$ cat src/rtl/core/binary_window_lookup_filter_core_defines.svh
// ----------------------------------------------------------------------------
// Assertion macros for the binary window lookup filter core
// Concurrent checks clocked on clk and disabled while rst_n is low.
// ----------------------------------------------------------------------------
`ifndef BINARY_WINDOW_LOOKUP_FILTER_CORE_DEFINES_SVH
`define BINARY_WINDOW_LOOKUP_FILTER_CORE_DEFINES_SVH

// Condition that holds at every clock edge out of reset
`define BLWF_ASSERT_ALWAYS(label, cond, msg) \
    label: assert property (@(posedge clk) disable iff (!rst_n) (cond)) \
        else $error(msg);

// Consequence that holds in the same cycle as its trigger
`define BLWF_ASSERT_IMP(label, ante, cons, msg) \
    label: assert property (@(posedge clk) disable iff (!rst_n) (ante) |-> (cons)) \
        else $error(msg);

`endif

$ cat src/rtl/core/blwf_pkg.sv
// ----------------------------------------------------------------------------
// blwf_pkg
// Shared types, constants and helpers of the binary window lookup filter.
// ----------------------------------------------------------------------------
`default_nettype none

package blwf_pkg;

    localparam int TABLE_WORDS   = 8;
    localparam int TABLE_WORD_W  = 64;
    localparam int TABLE_ENTRIES = TABLE_WORDS * TABLE_WORD_W;
    localparam int CFG_AW        = 3;
    localparam int WIN_W         = 9;
    localparam int LIT_W         = 17;
    localparam logic [LIT_W-1:0] LIT_MAX = {LIT_W{1'b1}};

    // result queue geometry, depth is a power of two
    localparam int RES_AW    = 3;
    localparam int RES_DEPTH = 1 << RES_AW;
    localparam int RES_CW    = RES_AW + 1;

    localparam int S_TDATA_W = 8;
    localparam int M_TDATA_W = 24;

    localparam logic FUNC_PIXEL = 1'b0;
    localparam logic FUNC_DRAIN = 1'b1;

    typedef enum logic {
        CMD_PIXEL,
        CMD_DRAIN
    } cmd_kind_t;

    typedef struct packed {
        cmd_kind_t kind;
        logic      pixel;
        logic      first;
        logic      row_ge1;
        logic      row_ge2;
        logic      emit_a;
        logic      emit_b;
        logic      last;
    } cmd_t;

    typedef struct packed {
        logic [1:0]       cnt;
        logic [WIN_W-1:0] idx0;
        logic [WIN_W-1:0] idx1;
        logic             lrow0;
        logic             lframe0;
    } lookup_t;

    typedef struct packed {
        logic [LIT_W-1:0] lit_count;
        logic             last_in_frame;
        logic             last_in_row;
        logic             pixel_out;
    } result_t;

    // window holds columns left to right, each as top/mid/bottom;
    // the table index is row-major with the top-left pixel as bit 8
    function automatic logic [WIN_W-1:0] win_index(input logic [WIN_W-1:0] win);
        win_index = {win[8], win[5], win[2], win[7], win[4], win[1], win[6], win[3], win[0]};
    endfunction

    function automatic logic [1:0] cmd_results(input cmd_t c);
        cmd_results = {1'b0, c.emit_a} + {1'b0, c.emit_b};
    endfunction

    function automatic logic [LIT_W-1:0] lit_add(input logic [LIT_W-1:0] total,
                                                 input logic px);
        lit_add = (px && (total != LIT_MAX)) ? total + LIT_W'(1) : total;
    endfunction

endpackage

`default_nettype wire

$ cat src/rtl/core/blwf_front.sv
// ----------------------------------------------------------------------------
// blwf_front
// Classifies each input transaction, tracks column, row, width and drain
// position, and issues commands for the back end.
// ----------------------------------------------------------------------------
`default_nettype none

module blwf_front #(
    parameter int MAX_WIDTH = 256,
    localparam int AW = $clog2(MAX_WIDTH),
    localparam int FW = $clog2(MAX_WIDTH + 1)
) (
    input  logic           clk,
    input  logic           rst_n,
    input  logic           accept,
    input  logic           func,
    input  logic           pixel,
    input  logic           row_end,
    output logic           push,
    output blwf_pkg::cmd_t cmd,
    output logic [AW-1:0]  addr
);
    import blwf_pkg::*;

    logic [AW-1:0] col_reg, col_next;
    logic [1:0]    row_reg, row_next;      // completed rows, saturating at two
    logic [FW-1:0] width_reg, width_next;
    logic [AW-1:0] drain_reg, drain_next;

    logic          row_ge1, row_ge2, width_known, is_end, drain_ok, drain_last;
    logic [FW-1:0] col_inc, drain_inc;

    always_comb
    begin
        row_ge1     = (row_reg != 2'd0);
        row_ge2     = row_reg[1];
        width_known = (width_reg != '0);
        col_inc     = FW'(col_reg) + FW'(1);
        drain_inc   = FW'(drain_reg) + FW'(1);
        is_end      = width_known ? (col_inc >= width_reg)
                                  : (row_end || (col_reg == AW'(MAX_WIDTH - 1)));
        drain_ok    = row_ge1 && (col_reg == '0) && width_known;
        drain_last  = (drain_inc >= width_reg);
    end

    always_comb
    begin
        col_next   = col_reg;
        row_next   = row_reg;
        width_next = width_reg;
        drain_next = drain_reg;
        push       = 1'b0;
        cmd        = '0;
        cmd.kind   = CMD_PIXEL;
        addr       = col_reg;
        if (accept)
        begin
            if (func == FUNC_DRAIN)
            begin
                // drop a drain tick out of place
                if (drain_ok)
                begin
                    push        = 1'b1;
                    cmd.kind    = CMD_DRAIN;
                    cmd.first   = (drain_reg == '0);
                    cmd.row_ge1 = 1'b1;
                    cmd.row_ge2 = row_ge2;
                    cmd.emit_a  = 1'b1;
                    cmd.last    = drain_last;
                    addr        = drain_inc[AW-1:0];
                    if (drain_last)
                    begin
                        col_next   = '0;
                        row_next   = 2'd0;
                        width_next = '0;
                        drain_next = '0;
                    end
                    else
                    begin
                        drain_next = drain_inc[AW-1:0];
                    end
                end
            end
            else if (drain_reg == '0)
            begin
                push        = 1'b1;
                cmd.kind    = CMD_PIXEL;
                cmd.pixel   = pixel;
                cmd.first   = (col_reg == '0);
                cmd.row_ge1 = row_ge1;
                cmd.row_ge2 = row_ge2;
                cmd.emit_a  = row_ge1 && (col_reg != '0);
                cmd.emit_b  = is_end && row_ge1;
                addr        = col_reg;
                if (is_end)
                begin
                    if (!width_known)
                    begin
                        width_next = col_inc;
                    end
                    col_next = '0;
                    row_next = row_ge2 ? row_reg : row_reg + 2'd1;
                end
                else
                begin
                    col_next = col_inc[AW-1:0];
                end
            end
        end
    end

    always_ff @(posedge clk or negedge rst_n)
    begin
        if (!rst_n)
        begin
            col_reg   <= '0;
            row_reg   <= 2'd0;
            width_reg <= '0;
            drain_reg <= '0;
        end
        else
        begin
            col_reg   <= col_next;
            row_reg   <= row_next;
            width_reg <= width_next;
            drain_reg <= drain_next;
        end
    end

endmodule

`default_nettype wire

$ cat src/rtl/core/blwf_cmd_queue.sv
// ----------------------------------------------------------------------------
// blwf_cmd_queue
// Short first-in first-out queue of commands between front and back end.
// ----------------------------------------------------------------------------
`default_nettype none

module blwf_cmd_queue #(
    parameter int WIDTH = 16,
    parameter int DEPTH = 4,
    localparam int PW = $clog2(DEPTH),
    localparam int CW = $clog2(DEPTH + 1)
) (
    input  logic             clk,
    input  logic             rst_n,
    input  logic             push,
    input  logic [WIDTH-1:0] push_data,
    output logic             full,
    input  logic             pop,
    output logic [WIDTH-1:0] head,
    output logic             valid
);
    logic [WIDTH-1:0] entry_reg [DEPTH];
    logic [PW-1:0]    wr_ptr_reg, wr_ptr_next;
    logic [PW-1:0]    rd_ptr_reg, rd_ptr_next;
    logic [CW-1:0]    count_reg, count_next;

    always_comb
    begin
        full  = (count_reg == CW'(DEPTH));
        valid = (count_reg != '0);
        head  = entry_reg[rd_ptr_reg];

        wr_ptr_next = wr_ptr_reg;
        rd_ptr_next = rd_ptr_reg;
        if (push)
        begin
            wr_ptr_next = (wr_ptr_reg == PW'(DEPTH - 1)) ? '0 : wr_ptr_reg + PW'(1);
        end
        if (pop)
        begin
            rd_ptr_next = (rd_ptr_reg == PW'(DEPTH - 1)) ? '0 : rd_ptr_reg + PW'(1);
        end
        count_next = count_reg + CW'(push) - CW'(pop);
    end

    always_ff @(posedge clk)
    begin
        if (push)
        begin
            entry_reg[wr_ptr_reg] <= push_data;
        end
    end

    always_ff @(posedge clk or negedge rst_n)
    begin
        if (!rst_n)
        begin
            wr_ptr_reg <= '0;
            rd_ptr_reg <= '0;
            count_reg  <= '0;
        end
        else
        begin
            wr_ptr_reg <= wr_ptr_next;
            rd_ptr_reg <= rd_ptr_next;
            count_reg  <= count_next;
        end
    end

endmodule

`default_nettype wire

$ cat src/rtl/core/blwf_result_queue.sv
// ----------------------------------------------------------------------------
// blwf_result_queue
// Output queue taking up to two results a cycle and handing out one.
// ----------------------------------------------------------------------------
`default_nettype none

module blwf_result_queue (
    input  logic                          clk,
    input  logic                          rst_n,
    input  logic [1:0]                    push_cnt,
    input  blwf_pkg::result_t             push_data0,
    input  blwf_pkg::result_t             push_data1,
    input  logic                          pop,
    output blwf_pkg::result_t             head,
    output logic                          valid,
    output logic [blwf_pkg::RES_CW-1:0]   free_cnt
);
    import blwf_pkg::*;

    result_t         entry_reg [RES_DEPTH];
    logic [RES_AW-1:0] wr_ptr_reg, wr_ptr_next;
    logic [RES_AW-1:0] rd_ptr_reg, rd_ptr_next;
    logic [RES_CW-1:0] count_reg, count_next;

    always_comb
    begin
        valid       = (count_reg != '0);
        head        = entry_reg[rd_ptr_reg];
        free_cnt    = RES_CW'(RES_DEPTH) - count_reg;
        wr_ptr_next = wr_ptr_reg + RES_AW'(push_cnt);
        rd_ptr_next = rd_ptr_reg + RES_AW'(pop);
        count_next  = count_reg + RES_CW'(push_cnt) - RES_CW'(pop);
    end

    always_ff @(posedge clk)
    begin
        if (push_cnt != 2'd0)
        begin
            entry_reg[wr_ptr_reg] <= push_data0;
        end
        if (push_cnt == 2'd2)
        begin
            entry_reg[wr_ptr_reg + RES_AW'(1)] <= push_data1;
        end
    end

    always_ff @(posedge clk or negedge rst_n)
    begin
        if (!rst_n)
        begin
            wr_ptr_reg <= '0;
            rd_ptr_reg <= '0;
            count_reg  <= '0;
        end
        else
        begin
            wr_ptr_reg <= wr_ptr_next;
            rd_ptr_reg <= rd_ptr_next;
            count_reg  <= count_next;
        end
    end

endmodule

`default_nettype wire

$ cat src/rtl/core/blwf_back.sv
// ----------------------------------------------------------------------------
// blwf_back
// Back end: line store, 3x3 window, table lookup and lit pixel count.
// ----------------------------------------------------------------------------
`default_nettype none

`include "binary_window_lookup_filter_core_defines.svh"

module blwf_back #(
    parameter int MAX_WIDTH = 256,
    localparam int AW = $clog2(MAX_WIDTH)
) (
    input  logic                                  clk,
    input  logic                                  rst_n,
    input  logic                                  cfg_we,
    input  logic [blwf_pkg::CFG_AW-1:0]           cfg_addr,
    input  logic [blwf_pkg::TABLE_WORD_W-1:0]     cfg_data,
    input  logic                                  cmd_valid,
    input  blwf_pkg::cmd_t                        cmd,
    input  logic [AW-1:0]                         cmd_addr,
    output logic                                  cmd_pop,
    input  logic [blwf_pkg::RES_CW-1:0]           free_cnt,
    output logic [1:0]                            push_cnt,
    output blwf_pkg::result_t                     push_data0,
    output blwf_pkg::result_t                     push_data1
);
    import blwf_pkg::*;

    logic [TABLE_WORD_W-1:0] table_reg [TABLE_WORDS];
    logic [TABLE_ENTRIES-1:0] table_flat;

    logic [1:0] line_mem [MAX_WIDTH];

    // fetch stage: command plus registered line store read
    logic          fe_valid_reg;
    cmd_t          fe_cmd_reg;
    logic [AW-1:0] fe_addr_reg;
    logic          fe_fwd_hit_reg;
    logic [1:0]    fe_fwd_data_reg;
    logic [1:0]    rd_data_reg;

    logic [WIN_W-1:0] window_reg, window_next;
    logic [1:0]       shadow_reg, shadow_next;   // copy of line store entry 0
    logic             background_reg, background_next;
    logic [LIT_W-1:0] lit_reg, lit_next;

    lookup_t lk_reg, lk_next;

    logic              admit;
    logic [RES_CW-1:0] reserved_cnt;
    logic              wr_en;
    logic [AW-1:0]     wr_addr;
    logic [1:0]        wr_data;
    logic [1:0]        old;
    logic [2:0]        bgt, col0_trip, coln_trip;
    logic              top_old, mid_old;
    logic [WIN_W-1:0]  base_win, exe_win, idx_a, idx_b;
    logic              px0, px1;
    logic [LIT_W-1:0]  lit1, lit2;

    always_comb
    begin
        for (int w = 0; w < TABLE_WORDS; w++)
        begin
            table_flat[w*TABLE_WORD_W +: TABLE_WORD_W] = table_reg[w];
        end
    end

    // admit a command only when the result queue has room for every result in flight
    always_comb
    begin
        reserved_cnt = RES_CW'(fe_valid_reg ? cmd_results(fe_cmd_reg) : 2'd0)
                     + RES_CW'(lk_reg.cnt);
        admit        = cmd_valid && (free_cnt >= reserved_cnt + RES_CW'(cmd_results(cmd)));
        cmd_pop      = admit;
    end

    // execute: build the window and, for pixel commands, update the line store
    always_comb
    begin
        old       = fe_fwd_hit_reg ? fe_fwd_data_reg : rd_data_reg;
        bgt       = {3{background_reg}};
        top_old   = fe_cmd_reg.row_ge2 ? old[1] : background_reg;
        mid_old   = fe_cmd_reg.row_ge1 ? old[0] : background_reg;
        col0_trip = {fe_cmd_reg.row_ge2 ? shadow_reg[1] : background_reg,
                     shadow_reg[0], background_reg};
        coln_trip = fe_cmd_reg.last ? bgt : {top_old, mid_old, background_reg};

        wr_en           = 1'b0;
        wr_addr         = fe_addr_reg;
        wr_data         = {old[0], fe_cmd_reg.pixel};
        window_next     = window_reg;
        shadow_next     = shadow_reg;
        background_next = background_reg;
        lk_next         = '0;
        base_win        = window_reg;
        exe_win         = window_reg;
        idx_a           = win_index(window_reg);
        idx_b           = idx_a;

        if (fe_valid_reg)
        begin
            unique case (fe_cmd_reg.kind)
                CMD_PIXEL:
                begin
                    base_win    = fe_cmd_reg.first ? {bgt, bgt, bgt} : window_reg;
                    exe_win     = {base_win[5:0], top_old, mid_old, fe_cmd_reg.pixel};
                    idx_a       = win_index(exe_win);
                    idx_b       = win_index({exe_win[5:0], bgt});
                    wr_en       = 1'b1;
                    window_next = exe_win;
                    if (fe_cmd_reg.first)
                    begin
                        shadow_next = wr_data;
                    end
                    lk_next.cnt     = cmd_results(fe_cmd_reg);
                    lk_next.idx0    = fe_cmd_reg.emit_a ? idx_a : idx_b;
                    lk_next.idx1    = idx_b;
                    lk_next.lrow0   = !fe_cmd_reg.emit_a;
                    lk_next.lframe0 = 1'b0;
                end
                CMD_DRAIN:
                begin
                    base_win    = fe_cmd_reg.first ? {bgt, bgt, col0_trip} : window_reg;
                    exe_win     = {base_win[5:0], coln_trip};
                    idx_a       = win_index(exe_win);
                    idx_b       = idx_a;
                    window_next = exe_win;
                    lk_next.cnt     = 2'd1;
                    lk_next.idx0    = idx_a;
                    lk_next.idx1    = idx_b;
                    lk_next.lrow0   = fe_cmd_reg.last;
                    lk_next.lframe0 = fe_cmd_reg.last;
                    // background of the next frame is the table output for the all-background window
                    if (fe_cmd_reg.last)
                    begin
                        background_next = background_reg ? table_flat[TABLE_ENTRIES-1]
                                                         : table_flat[0];
                    end
                end
                default:
                begin
                    lk_next = '0;
                end
            endcase
        end
    end

    // lookup stage: table read, lit count and result hand-off
    always_comb
    begin
        px0  = table_flat[lk_reg.idx0];
        px1  = table_flat[lk_reg.idx1];
        lit1 = lit_add(lit_reg, px0);
        lit2 = lit_add(lit1, px1);

        push_cnt                 = lk_reg.cnt;
        push_data0.pixel_out     = px0;
        push_data0.last_in_row   = lk_reg.lrow0;
        push_data0.last_in_frame = lk_reg.lframe0;
        push_data0.lit_count     = lk_reg.lframe0 ? lit1 : '0;
        push_data1.pixel_out     = px1;
        push_data1.last_in_row   = 1'b1;
        push_data1.last_in_frame = 1'b0;
        push_data1.lit_count     = '0;

        priority if (lk_reg.cnt == 2'd0)
        begin
            lit_next = lit_reg;
        end
        else if (lk_reg.lframe0)
        begin
            lit_next = '0;
        end
        else if (lk_reg.cnt == 2'd2)
        begin
            lit_next = lit2;
        end
        else
        begin
            lit_next = lit1;
        end
    end

    always_ff @(posedge clk)
    begin
        if (wr_en)
        begin
            line_mem[wr_addr] <= wr_data;
        end
        if (admit)
        begin
            rd_data_reg <= line_mem[cmd_addr];
        end
    end

    always_ff @(posedge clk)
    begin
        if (admit)
        begin
            fe_cmd_reg      <= cmd;
            fe_addr_reg     <= cmd_addr;
            // forward the write that lands in the same cycle as the read
            fe_fwd_hit_reg  <= wr_en && (wr_addr == cmd_addr);
            fe_fwd_data_reg <= wr_data;
        end
        window_reg <= window_next;
        shadow_reg <= shadow_next;
    end

    always_ff @(posedge clk or negedge rst_n)
    begin
        if (!rst_n)
        begin
            for (int w = 0; w < TABLE_WORDS; w++)
            begin
                table_reg[w] <= '0;
            end
            fe_valid_reg   <= 1'b0;
            lk_reg         <= '0;
            background_reg <= 1'b0;
            lit_reg        <= '0;
        end
        else
        begin
            if (cfg_we)
            begin
                table_reg[cfg_addr] <= cfg_data;
            end
            fe_valid_reg   <= admit;
            lk_reg         <= lk_next;
            background_reg <= background_next;
            lit_reg        <= lit_next;
        end
    end

    `BLWF_ASSERT_ALWAYS(a_credit_bound, reserved_cnt <= free_cnt, "results in flight exceed queue room")
    `BLWF_ASSERT_IMP(a_push_fits, push_cnt != 2'd0, RES_CW'(push_cnt) <= free_cnt, "result push overflows queue")
    `BLWF_ASSERT_IMP(a_fwd_source, fe_valid_reg && fe_fwd_hit_reg, $past(wr_en) && ($past(wr_addr) == fe_addr_reg), "forwarded line data without a matching write")

endmodule

`default_nettype wire

$ cat src/rtl/core/binary_window_lookup_filter_core.sv
// ----------------------------------------------------------------------------
// binary_window_lookup_filter_core
// Binary 3x3 neighbourhood lookup filter over a streamed raster.
//
//   Channel   Direction  Handshake          Payload
//   s_*       in         tvalid/tready      tdata[0] pixel_in, tlast row_end,
//                                           tuser func
//   m_*       out        tvalid/tready      tdata pixel_out, lit_count,
//                                           tlast last_in_row, tuser last_in_frame
//   cfg_*     in         cfg_we, no stall   table word index and data
//
// One input transaction per cycle while the command queue has room; the line
// store takes one read and one write per cycle, which sets that rate. After the
// first row a row-end pixel yields up to two results, drained one a cycle.
// Reset clears counters, queues, table and background; the line store is not
// cleared. Either side may stall: commands queue behind the front end and
// results wait in the output queue.
// ----------------------------------------------------------------------------
`default_nettype none

module binary_window_lookup_filter_core #(
    parameter int MAX_WIDTH = 256
) (
    input  logic                                  clk,
    input  logic                                  rst_n,
    input  logic                                  s_tvalid,
    output logic                                  s_tready,
    input  logic [blwf_pkg::S_TDATA_W-1:0]        s_tdata,   // [0] pixel_in
    input  logic                                  s_tlast,   // row_end
    input  logic                                  s_tuser,   // func
    output logic                                  m_tvalid,
    input  logic                                  m_tready,
    output logic [blwf_pkg::M_TDATA_W-1:0]        m_tdata,   // [0] pixel_out, [17:1] lit_count
    output logic                                  m_tlast,   // last_in_row
    output logic                                  m_tuser,   // last_in_frame
    input  logic                                  cfg_we,
    input  logic [blwf_pkg::CFG_AW-1:0]           cfg_addr,
    input  logic [blwf_pkg::TABLE_WORD_W-1:0]     cfg_data
);
    import blwf_pkg::*;

    localparam int AW        = $clog2(MAX_WIDTH);
    localparam int CMD_W     = $bits(cmd_t);
    localparam int CQ_W      = CMD_W + AW;
    localparam int CQ_DEPTH  = 4;

    logic              accept;
    logic              fr_push;
    cmd_t              fr_cmd;
    logic [AW-1:0]     fr_addr;
    logic              cq_full, cq_valid, cq_pop;
    logic [CQ_W-1:0]   cq_head;
    cmd_t              bk_cmd;
    logic [AW-1:0]     bk_addr;
    logic [RES_CW-1:0] free_cnt;
    logic [1:0]        push_cnt;
    result_t           push_data0, push_data1, res_head;
    logic              res_pop;

    assign s_tready = !cq_full;
    assign accept   = s_tvalid && s_tready;
    assign bk_cmd   = cmd_t'(cq_head[CMD_W-1:0]);
    assign bk_addr  = cq_head[CQ_W-1 -: AW];
    assign res_pop  = m_tvalid && m_tready;

    assign m_tdata = {(M_TDATA_W - LIT_W - 1)'(0), res_head.lit_count, res_head.pixel_out};
    assign m_tlast = res_head.last_in_row;
    assign m_tuser = res_head.last_in_frame;

    blwf_front #(
        .MAX_WIDTH (MAX_WIDTH)
    ) u_front (
        .clk     (clk),
        .rst_n   (rst_n),
        .accept  (accept),
        .func    (s_tuser),
        .pixel   (s_tdata[0]),
        .row_end (s_tlast),
        .push    (fr_push),
        .cmd     (fr_cmd),
        .addr    (fr_addr)
    );

    blwf_cmd_queue #(
        .WIDTH (CQ_W),
        .DEPTH (CQ_DEPTH)
    ) u_cmd_queue (
        .clk       (clk),
        .rst_n     (rst_n),
        .push      (fr_push),
        .push_data ({fr_addr, fr_cmd}),
        .full      (cq_full),
        .pop       (cq_pop),
        .head      (cq_head),
        .valid     (cq_valid)
    );

    blwf_back #(
        .MAX_WIDTH (MAX_WIDTH)
    ) u_back (
        .clk        (clk),
        .rst_n      (rst_n),
        .cfg_we     (cfg_we),
        .cfg_addr   (cfg_addr),
        .cfg_data   (cfg_data),
        .cmd_valid  (cq_valid),
        .cmd        (bk_cmd),
        .cmd_addr   (bk_addr),
        .cmd_pop    (cq_pop),
        .free_cnt   (free_cnt),
        .push_cnt   (push_cnt),
        .push_data0 (push_data0),
        .push_data1 (push_data1)
    );

    blwf_result_queue u_result_queue (
        .clk        (clk),
        .rst_n      (rst_n),
        .push_cnt   (push_cnt),
        .push_data0 (push_data0),
        .push_data1 (push_data1),
        .pop        (res_pop),
        .head       (res_head),
        .valid      (m_tvalid),
        .free_cnt   (free_cnt)
    );

endmodule

`default_nettype wire
$ cat config.mk
export PLATFORM = sky130hd
export DESIGN_NAME = binary_window_lookup_filter_core
export DESIGN_NICKNAME = d
export VERILOG_FILES = /design/src/rtl/core/blwf_pkg.sv /design/src/rtl/core/blwf_front.sv /design/src/rtl/core/blwf_cmd_queue.sv /design/src/rtl/core/blwf_result_queue.sv /design/src/rtl/core/blwf_back.sv /design/src/rtl/core/binary_window_lookup_filter_core.sv
export VERILOG_INCLUDE_DIRS = /design/src /design/src/rtl/core
export SDC_FILE = /design/constraint.sdc
export NUM_CORES = 2
export LEC_CHECK = 0
export ABC_AREA = 1
export ABC_CLOCK_PERIOD_IN_PS = 6200
export BUFFER_PORTS_ARGS = -buffer_cell sky130_fd_sc_hd__buf_2
export CAP_MARGIN = 15
export CORE_ASPECT_RATIO = 0.7
export CORE_MARGIN = 2
export CORE_UTILIZATION = 25
export CTS_BUF_LIST = sky130_fd_sc_hd__clkbuf_4 sky130_fd_sc_hd__clkbuf_8 sky130_fd_sc_hd__clkbuf_16
export DETAILED_ROUTE_END_ITERATION = 7
export PLACE_DENSITY_LB_ADDON = 0.12
export SLEW_MARGIN = 20
export SYNTH_ARGS = -nofsm -noshare
export SYNTH_HDL_FRONTEND = slang
export SYNTH_SLANG_ARGS = --single-unit
export TNS_END_PERCENT = 30
$ cat constraint.sdc
create_clock -name clk -period 6.2 [get_ports clk]
set_input_delay 1.24 -clock clk [delete_from_list [all_inputs] [get_ports clk]]
set_output_delay 1.24 -clock clk [all_outputs]
set_load 0.01 [all_outputs]
==> flow_summary.toml <==
[final_layout]
design_area_mm2 = 0.07445
drive_gt1_share_pct = 7.321
syn_to_final_growth_pct = 14.10
final_nets = 7592

[setup_path]
crit_start = "u_back.lk_reg[12]$_DFF_PN0_"
path_common_cell = "nand2_1"
critPathMaxStageDelay_ns = 0.64
r2r-start = "u_back.lk_reg[12]$_DFF_PN0_"
worst-path-max-fanout = 29
worstPathArrival_ns = 6.08
start_kind = "flop"
worst_path_max_delay_cell = "dfrtp_4"
end_kind = "flop"
r2r_setup_slack_ns = 0.79
cp.required_ns = 6.87
worstSetupPathType = "reg -> reg"

[timing]
finalSetupTns_ns = 0
hold_viol_final = 0
rsz0062_at_grt = "no"
skew_ns = 0.07066
timing.fmax_ghz = 0.1849
period_minus_slack_ns = 5.408
setup_violations = 0
timing.final.crit_share_pct = 87.22
finalMaxSlewViolations = 0
worstMarginPinSlew_ns = 1.171
slew_headroom_pct = 21.47

[pwr]
combPwrFrac_pct = 44.5
ir_drop_v = 0.0005815
leakage_uw = 0.02902
p_switching_uw = 18230
switching_share_pct = 44.77
seqPwrFrac_pct = 31.6
intPower_uw = 22490
power.density_mw_per_mm2 = 546.9
p_clk_share_pct = 24.0

[drt]
firstDrtPassIters = 8
wl_per_cell_um = 21.91
drtAntennaViolNets = 0
vias_per_cell = 4.920
route.detailed.drc = 0
via_count = 54350
routed_wl_um = 242000
drtIter0Drc = 5282

[synthesis]
syn-mean-instance-area_um2 = 8.585
synth_warnings = 0
synth_seq_cells = 1362
async_reset_ff_share_pct = 43.83
synthDistinctLibCells = 50
synthCells = 7601
synth_edf_count = 613
ys.flop_type = "edfxtp_1"
syn-cell-area_mm2 = 0.06525
ys_seq_area_share_pct = 55.77

[die]
die_width_um = 614.6
start_util_pct = 25.21
num_rows = 156
core_mm2 = 0.2588
ios = 110
die_h_um = 431.4
dieArea_mm2 = 0.2652

[clock_tree]
cts_max_level = 4
cts_inserted_buffers = 166
clkTransAtPathRegs_ns = 0.07
post_cts_buffers = 0
clock-sinks = 1362
ctsResizeCount = 0
cts-root-buf = "clkbuf_16"
cts_tree = "done"
clk_latency_ns = 0.85
hold_buffers = 0
clockBufferDepth = 4

[status]
status = "finished clean"

[placed_design]
io_buffers = 96
dpl.hpwl_um = 147100
place_area_mm2 = 0.06914
place_congestion = 0.8039

[global_routing]
grt_pass1_wl_um = 359800
grt_overflow = 0
antenna_found_initial = 11
grt_max_degree = 168
track_usage_pct = 17.87
grt_pass1_vias = 52700

[worst_hold_path]
min-delay-start = "u_result_queue.entry_reg[4][18]$_SDFFE_PP0P_"
hold_path.class = "reg -> reg"

[flow_run]
max-cap-violations = 0
-- placed cells by master (no fill, tap or decap), drive strengths merged, types with 2 or more instances in the layout --
cell and n:
nand2 1509, nor2 1151, o21ai 1138, nand3 725, edfxtp 613, dfrtp 597, inv 400, buf 228
clkbuf 223, o22ai 203, a21oi 190, dfxtp 152, o32ai 137, clkinv 53, ha 52, xor2 32
o221ai 32, nand4 22, a31oi 22, nor3 19, o31ai 10, bufinv 10, xnor2 8, or2 6
nor4 6, conb 6, fa 5, diode 4, a22oi 4, o211ai 4, clkinvlp 3, and2 2
-- cells in the mapped netlist, types with 32 or more instances --
| library cell | count | area (um2) |
|---|---|---|
| nand2_1 | 1505 | 5649 |
| nor2_1 | 1146 | 4302 |
| o21ai_0 | 1122 | 5615 |
| nand3_1 | 719 | 3598 |
| edfxtp_1 | 613 | 18410 |
| dfrtp_1 | 597 | 14940 |
| inv_1 | 390 | 1464 |
| clkbuf_1 | 386 | 1449 |
| o22ai_1 | 203 | 1270 |
| a21oi_1 | 190 | 950.9 |
| dfxtp_1 | 152 | 3043 |
| o32ai_1 | 137 | 1200 |
| buf_2 | 84 | 420.4 |
| ha_1 | 52 | 650.6 |
| o221ai_1 | 32 | 280.3 |
| xor2_1 | 32 | 280.3 |
-- through the flow --
stage	util (%)	power (uW)	instances	hold slack [ns]	worst slack [ns]
2_1_floorplan	-	24300	7606	0.4231	0.9907
3_3_place_gp	26.71	31160	10760	0.4331	0.8273
3_5_place_dp	26.71	31190	10760	0.4401	0.8861
4_1_cts	28.76	41140	11040	0.4546	0.8098
5_1_grt	28.76	43630	11040	0.4689	0.3987
6_report	28.77	40720	11050	0.4513	0.7925
-- logic make-up after synthesis --
family	share of synthesized area [%]
AND/OR/NAND/NOR	21.51
AO/OA/AOI/OAI	14.87
flip-flops	55.77
buffers and inverters	6.163
adder cells (fa/ha/maj)	1.150
XOR/XNOR	0.5369
other	0.005747
-- cell type report --
type / instances / area (um2)
fill: 27590 / 184400
sequential: 1362 / 36410
multi-input combinational: 5288 / 24970
clock buffer: 223 / 4740
tap: 3476 / 4349
timing repair buffer: 228 / 1857
inverter: 407 / 1558
clock inverter: 59 / 561.8
antenna: 4 / 10.01
-- power groups by stage --
stage / logic [uW] / registers (uW) / clock network [uW]
floorplan: 11400 / 12800 / 0
global placement: 18200 / 13000 / 0
global route: 20200 / 13000 / 10400
detailed placement: 18200 / 13000 / 0
finish: 18100 / 12900 / 9760
CTS: 18200 / 12800 / 10100
-- worst paths after layout --
check                                                                    end  cells after the start
worst max-delay path                          u_back.lit_reg[13]$_DFFE_PN0N_                     31
worst min-delay path            u_result_queue.entry_reg[4][18]$_SDFFE_PP0P_                      2
worst max register to register                u_back.lit_reg[13]$_DFFE_PN0N_                     31
worst min register to register  u_result_queue.entry_reg[4][18]$_SDFFE_PP0P_                      2
max in group asynchronous                   u_front.width_reg[7]$_DFFE_PN0P_                      2
min in group asynchronous                 u_back.table_flat[126]$_DFFE_PN0P_                      1
-- routing by layer --
metal	wire length [um]	part of all wire [%]	up-vias	track usage, %
met1	121600	50	26740	27.33
met3	14010	5.8	303	2.472
met2	100900	42	1642	26.14
met4	5403	2.2	4	4.536
met5	27	0.011	-	0
li1	-	-	25660	-
-- critical path: cells and delay by family, from the launching register on --
| kind | cells | cell delay, ns |
|---|---|---|
| flip-flops | 1 | 0.64 |
| adder cells (fa/ha/maj) | 2 | 0.39 |
| buffers and inverters | 3 | 0.73 |
| AND/OR/NAND/NOR | 26 | 3.41 |
No activity file was read; power rests on OpenSTA's default activity.
